**src/scp_mul.sv**
```systemverilog
module scp_mul #(
  parameter int AW = 27,
  parameter int BW = 17
) (
  input  logic            clk_i,
  input  logic [AW-1:0]   a_i,
  input  logic [BW-1:0]   b_i,
  output logic [AW+BW-1:0] p_o
);

  // One registered multiplier, shared by the edge product and the layer mean.
  logic [AW+BW-1:0] p_q;

  always_ff @(posedge clk_i) begin
    p_q <= (AW+BW)'(a_i) * (AW+BW)'(b_i);
  end

  assign p_o = p_q;

endmodule

```
**config.mk**
```make
export PLATFORM = sky130hd
export DESIGN_NAME = scp_mul
export DESIGN_NICKNAME = d
export VERILOG_FILES = /design/src/scp_mul.sv
export SDC_FILE = /design/constraint.sdc
export NUM_CORES = 1
export LEC_CHECK = 0
export BUFFER_PORTS_ARGS = -buffer_cell sky130_fd_sc_hd__buf_2
export CORE_MARGIN = 2
export CORE_UTILIZATION = 35
export DETAILED_ROUTE_END_ITERATION = 16
export MAX_ROUTING_LAYER = met4
export SYNTH_ARGS = -nofsm -noshare
export SYNTH_HDL_FRONTEND = slang
export SYNTH_SLANG_ARGS = --single-unit
```
**constraint.sdc**
```tcl
create_clock -name clk_i -period 16.1 [get_ports clk_i]
set_clock_uncertainty 0.2 [all_clocks]
set_input_delay 3.22 -clock clk_i [delete_from_list [all_inputs] [get_ports clk_i]]
set_output_delay 3.22 -clock clk_i [all_outputs]
set_load 0.01 [all_outputs]
```
After elaboration in Yosys (flattened, before gate mapping):

Cells that the tools add are included.

* bits in registers: 44
* output and inout bits: 44
* word-level logic and storage cells: 2

* multiply operators: 1

Operator list (count)
* multiplier 27 x 17 -> 44 bit: 1

Longest topological paths before layout:

Gate-level depths: netlist of the first run.

* depth after elaboration: 1
* mapped depth: 23
* depth with buffers taken out: 21

Worst setup path after synthesis of the first run:

Ideal clock, no wire load.

* kind: input to register
* start point: input a_i[23]
* end point: register p_q[42] (netlist: p_o[42])
* setup time: 136 ps
* arrival: 8627 ps
* required time: 15764 ps
* slack: 7136 ps
* cell stages on the path: 23
* path buffers: 3
* path through: clkbuf_1 -> clkbuf_1 -> nand2_1 -> fa_1 -> inv_1 -> fa_1 -> inv_1 -> fa_1 -> inv_1 -> fa_1 -> fa_1 -> inv_1 -> fa_1 -> inv_1 -> ha_1 -> buf_2 -> a21oi_1 -> o21ai_1 -> a211oi_1 -> nor3_1 -> o41ai_1 -> o41ai_1 -> xor2_1

* cells in the longest elaborated chain, start to end: 1

RTL lines
* from (decl): RTL line 6 `input logic [AW-1:0] a_i,`
* multiplier 27 x 17 -> 44 bit: RTL line 15 `p_q <= (AW+BW)'(a_i) * (AW+BW)'(b_i);`
* to (signal assigned): RTL line 15
* to (decl): RTL line 12 `logic [AW+BW-1:0] p_q;`

No other way between the ends.

Worst setup path after layout of the first run:

* start point: input b_i[3]
* end point: register p_q[43] (netlist: p_o[43])

* cells in the longest elaborated chain, start to end: 1

RTL lines
* from (decl): RTL line 7 `input logic [BW-1:0] b_i,`
* multiplier 27 x 17 -> 44 bit: RTL line 15

No other way between the ends.

==> flow_summary.json, run 1 <==
{
  "grt_pass1_vias": 12846,
  "synth-seq-cells": 44,
  "avgSynthCellArea_um2": 8.748,
  "cp_num_buf_inv": 4,
  "vias": 11778,
  "slew_viol_final": 0,
  "area_growth_pct": 6.663,
  "hold_class": "in2reg",
  "overflow": 0,
  "die_height_um": 216.2,
  "synth_top_cell_area_share": 0.4752,
  "io_pins": 89,
  "crit_path_end_kind": "register",
  "postCtsHoldBufs": 0,
  "clkSinkCount": 44,
  "cp_top_family": "adder cells",
  "async_flop_share": 0,
  "cts_tree": "built",
  "clk_pin_slew_ns": 0.07,
  "slew_headroom": 0.5444,
  "cts_setup_buffers": 0,
  "cts_made_buffers": 5,
  "syn_inst": 1801,
  "setup_ws_ns": 6.775,
  "grt_max_degree": 28,
  "crit_arrival_ns": 9.34,
  "ctsRootBufferMaster": "clkbuf_16",
  "die_area_um2": 46730,
  "layout_min_cycle_time_ns": 9.325,
  "num_rows": 77,
  "drive_gt1_frac": 0.05999,
  "synth_cell_types": 60,
  "critPathKind": "in2reg",
  "vias_per_cell": 4.887,
  "crit_chain": "buf_2 > nand2_1 > fa_1 > fa_1 > fa_1 > inv_1 > fa_1 > fa_1 > inv_1 > fa_1 > inv_1 > ha_1 > a21o_1 > a21o_1 > a21oi_1 > o32ai_1 > a2111oi_0 > nor2_1 > xnor2_1",
  "post-place-ws_ns": 6.513,
  "dpl.hpwl_mm": 33.23,
  "grt_pass1_wl_mm": 67.25,
  "clockBufferDepth": 2,
  "drtIter0Drc": 713,
  "portBuffers": 88,
  "crit_required_ns": 16.11,
  "ys_top_cells_by_area": "fa_1 48%, inv_1 10%, ha_1 9.4%",
  "cts-resized-gates": 0,
  "start_util": 0.3555,
  "syn_nets": 2338,
  "max_stage_delay_ns": 0.64,
  "fin_crit_sh": 0.5792,
  "synth_seq_area_share": 0.05591,
  "cp_slowest_cell": "a2111oi_0",
  "setup_viol": 0,
  "post-route-cell-area_um2": 16800,
  "synth_area_um2": 15760,
  "yosys.area.top_type": "fa_1",
  "synth_edf_count": 0,
  "drcViolationCount": 0,
  "drt_wl_total_mm": 40.83,
  "fillCellCount": 4597,
  "ant_nets": 0,
  "start_kind": "input pin",
  "yosysWarnings": 0,
  "placed_cell_area_um2": 16620,
  "startpoint": "b_i[3]",
  "synth_ff_type": "dfxtp_1",
  "rsz0062_at_grt": "false",
  "clock.fmax_ghz": 0.1072,
  "final_hold_viol_count": 0,
  "worst_path_most_repeated_cell": "fa_1",
  "worstPathMaxFanout": 27,
  "outcome": "complete, no violations",
  "place.gp.congestion": 0.8720,
  "first_pass_iters": 8,
  "die_x_um": 216.2,
  "htree_levels": 2,
  "num-nets-final": 2353,
  "worst_pin_slew_ns": 0.6662,
  "core_area_um2": 44320,
  "largest_reg_flops": 44,
  "wl_per_cell_um": 16.94,
  "min_from": "a_i[0]",
  "fin_setup_tns_ns": 0,
  "grt_antenna_before_repair": 1,
  "grtUsageTotal": 0.1865,
  "maxCapViolCount": 0
}
## area by class of cell
cell class,count,area [um^2],share of cell area
diodes,1,2.502,0.0001489
inverters,437,1640,0.09761
clock inverters,2,38.79,0.002308
flip-flops and latches,44,880.8,0.05242
multi-input cells,1240,12920,0.7690
clock buffers,6,138.9,0.008264
repair buffers,88,440.4,0.02621
well taps,592,740.7,0.04408
## synthesized netlist by cell type (2+ instances only)
cell,n
a21oi_1,45
nand3_1,8
nor2_1,37
ha_1,118
nor3_1,6
a21o_1,15
nand4_1,6
a311oi_1,2
and4_1,2
a31oi_1,6
nand2_1,314
and3_1,4
a2111oi_2,2
nand2b_1,3
o21bai_1,5
and2_1,190
o21a_1,5
inv_1,437
o31ai_1,2
clkbuf_1,76
fa_1,374
o21ai_0,21
o21ai_1,3
a211oi_1,4
xnor2_1,23
xor2_1,13
buf_2,2
dfxtp_1,44
o41ai_1,3
## worst paths after layout
path                           to  slack [ns]  depth (start not counted)
setup / recovery  p_o[43]$_DFF_P_        6.78                         19
hold / removal     p_o[0]$_DFF_P_        3.12                          2
## kinds of logic (layout without fill, tap and decap cells)
| kind of cell | count (synthesis) | after routing | synth area share |
|---|---|---|---|
| XOR/XNOR | 36 | 36 | 0.02001 |
| other | 0 | 1 | 0 |
| multiplexers | 2 | 2 | 0.001350 |
| flip-flops | 44 | 44 | 0.05591 |
| AO/OA/AOI/OAI | 131 | 131 | 0.05520 |
| AND/OR/NAND/NOR | 579 | 579 | 0.1747 |
| adder cells (fa/ha/maj) | 492 | 492 | 0.5689 |
| buffers and inverters | 517 | 533 | 0.1239 |
## layout by cell type, fill, tap and decap left out, types with 2 or more instances in the layout
| cell | n |
|---|---|
| o21bai_1 | 5 |
| o21a_1 | 5 |
| o21ai_1 | 3 |
| nand2_1 | 314 |
| ha_1 | 118 |
| a211oi_1 | 4 |
| a21oi_1 | 45 |
| and2_1 | 190 |
| a311oi_1 | 2 |
| clkbuf_16 | 5 |
| o41ai_1 | 3 |
| inv_1 | 437 |
| nor2_1 | 37 |
| dfxtp_1 | 44 |
| buf_2 | 88 |
| a31oi_1 | 6 |
| o31ai_1 | 2 |
| a21o_1 | 15 |
| and4_1 | 2 |
| nand2b_1 | 3 |
| and3_1 | 4 |
| nand3_1 | 8 |
| fa_1 | 374 |
| xnor2_1 | 23 |
| xor2_1 | 13 |
| nor3_1 | 6 |
| nand4_1 | 6 |
| o21ai_0 | 21 |
| a2111oi_2 | 2 |
## per-layer routing
| metal | share of wire | global-route usage |
|---|---|---|
| met2 | 0.52 | 0.3267 |
| met1 | 0.41 | 0.2259 |
| met5 | 0 | - |
| met3 | 0.036 | 0.01726 |
| met4 | 0.031 | 0.06210 |
## stage by stage
stage                     hold slack [ns]  cells  utilization
final                               3.124   2410       0.3792
after global routing                3.149   2410       0.3792
after CTS                           3.124   2409       0.3791
after detailed placement            3.417   2401       0.3751
after global placement              3.419   2401       0.3751
after floorplan                     3.142   1801            -
Power of run 1 is left out: the tool's default activity adds up to more than one toggle a clock period on the data nets, which glitch-free logic cannot reach.
==> inputs of run 2 (changes only) <==
==> constraint.sdc (replaced) <==
create_clock -name clk_i -period 8.3 [get_ports clk_i]
set_clock_uncertainty 0.2 [all_clocks]
set_input_delay 1.66 -clock clk_i [delete_from_list [all_inputs] [get_ports clk_i]]
set_output_delay 1.66 -clock clk_i [all_outputs]
set_load 0.01 [all_outputs]
==> flow_summary.json, run 2 (synthesis gave the netlist of run 1 again) <==
{
  "cts_tree": "built",
  "outcome": "complete, no violations",
  "grtUsageTotal": 0.1835,
  "grt_pass1_vias": 12787,
  "cts_setup_buffers": 0,
  "cts_made_buffers": 5,
  "setup_viol": 0,
  "crit_required_ns": 8.29,
  "largest_reg_flops": 44,
  "num_rows": 77,
  "area_growth_pct": 6.758,
  "vias_per_cell": 4.884,
  "rsz0062_at_grt": "false",
  "postCtsHoldBufs": 0,
  "clockBufferDepth": 2,
  "drt_wl_total_mm": 40.22,
  "io_pins": 89,
  "final_common_cell": "inv_1",
  "wl_per_cell_um": 16.67,
  "final_hold_viol_count": 0,
  "fillCellCount": 4576,
  "ctsRootBufferMaster": "clkbuf_16",
  "maxCapViolCount": 0,
  "crit_arrival_ns": 7.86,
  "die_area_um2": 46730,
  "die_x_um": 216.2,
  "holdPathStages": 2,
  "clkSinkCount": 44,
  "htree_levels": 2,
  "start_kind": "input pin",
  "dpl.hpwl_mm": 32.96,
  "critPathKind": "in2reg",
  "num-nets-final": 2358,
  "clk_pin_slew_ns": 0.06,
  "first_pass_iters": 5,
  "slew_viol_final": 0,
  "mostFrequentLayoutCells": "437 x inv_1, 374 x fa_1, 314 x nand2_1",
  "min_from": "a_i[0]",
  "die_height_um": 216.2,
  "cts-resized-gates": 0,
  "crit_path_end_kind": "register",
  "place.gp.congestion": 0.8749,
  "grt_pass1_wl_mm": 66.28,
  "fin_setup_tns_ns": 0,
  "slew_headroom": 0.5099,
  "vias": 11785,
  "portBuffers": 88,
  "whs_endpoint": "p_o[0]$_DFF_P_",
  "grt_antenna_before_repair": 1,
  "start_util": 0.3555,
  "drive_gt1_frac": 0.06154,
  "final_util": 0.3795,
  "core_area_um2": 44320,
  "layout_min_cycle_time_ns": 7.862,
  "drcViolationCount": 0,
  "worst_pin_slew_ns": 0.7166,
  "hold_class": "in2reg",
  "drtIter0Drc": 718,
  "ant_nets": 0,
  "grt_max_degree": 28,
  "worstPathMaxFanout": 27,
  "overflow": 0,
  "clock.fmax_ghz": 0.1272,
  "fin_crit_sh": 0.9472
}
-- run 2: cell types whose count changed in the layout (fill, tap and decap cells not counted), sizes merged --
cell and change:
buf +5, clkbuf -1, clkinv -1
-- run 2: worst max path at each step --
stage | cells after the start | startpoint | to
floorplan | 23 | a_i[23] | p_o[42]$_DFF_P_
global placement | 22 | b_i[5] | p_o[42]$_DFF_P_
detailed placement | 20 | b_i[2] | p_o[43]$_DFF_P_
CTS | 20 | b_i[2] | p_o[43]$_DFF_P_
global route | 20 | b_i[2] | p_o[43]$_DFF_P_
finish | 20 | b_i[2] | p_o[43]$_DFF_P_
-- run 2: final cells by class --
type                       count  area (um^2)  share of cell area
clock buffer                   5        125.1            0.007439
clock inverter                 1        30.03            0.001785
timing repair buffer          93        478.0             0.02842
inverter                     437         1640             0.09752
antenna                        1        2.502           0.0001488
tap                          592        740.7             0.04404
sequential                    44        880.8             0.05237
multi-input combinational   1240        12920              0.7683
-- run 2: worst max-delay path, cell delays in order --
cell	delay, ns
buf_2	0.32
and2_1	0.27
fa_1	0.55
inv_1	0.06
fa_1	0.52
inv_1	0.05
fa_1	0.49
inv_1	0.05
fa_1	0.58
fa_1	0.45
fa_1	0.51
inv_1	0.05
ha_1	0.37
a21oi_1	0.37
a21oi_1	0.14
nor2_1	0.25
o32ai_1	0.16
a2111oi_0	0.68
nor2_1	0.16
xnor2_1	0.16
-- run 2: metal layers --
metal	track usage	vias to the layer above	wire (um)
li1	-	5290	-
met1	0.2259	6089	16210
met2	0.3196	332	20940
met3	0.01881	74	1856
met4	0.05365	0	1209
met5	-	-	0
-- run 2: through the flow --
step           cells  hold slack [ns]  worst slack (ns)  cell area [um^2]
2_1_floorplan   1801            1.582            0.8964             15760
3_3_place_gp    2406            1.857            0.2715             16660
3_5_place_dp    2406            1.856            0.2064             16660
4_1_cts         2412            1.582            0.5244             16820
5_1_grt         2413            1.597            0.1550             16820
6_report        2413            1.590            0.4382             16820
Power of run 2 is left out for the same reason.
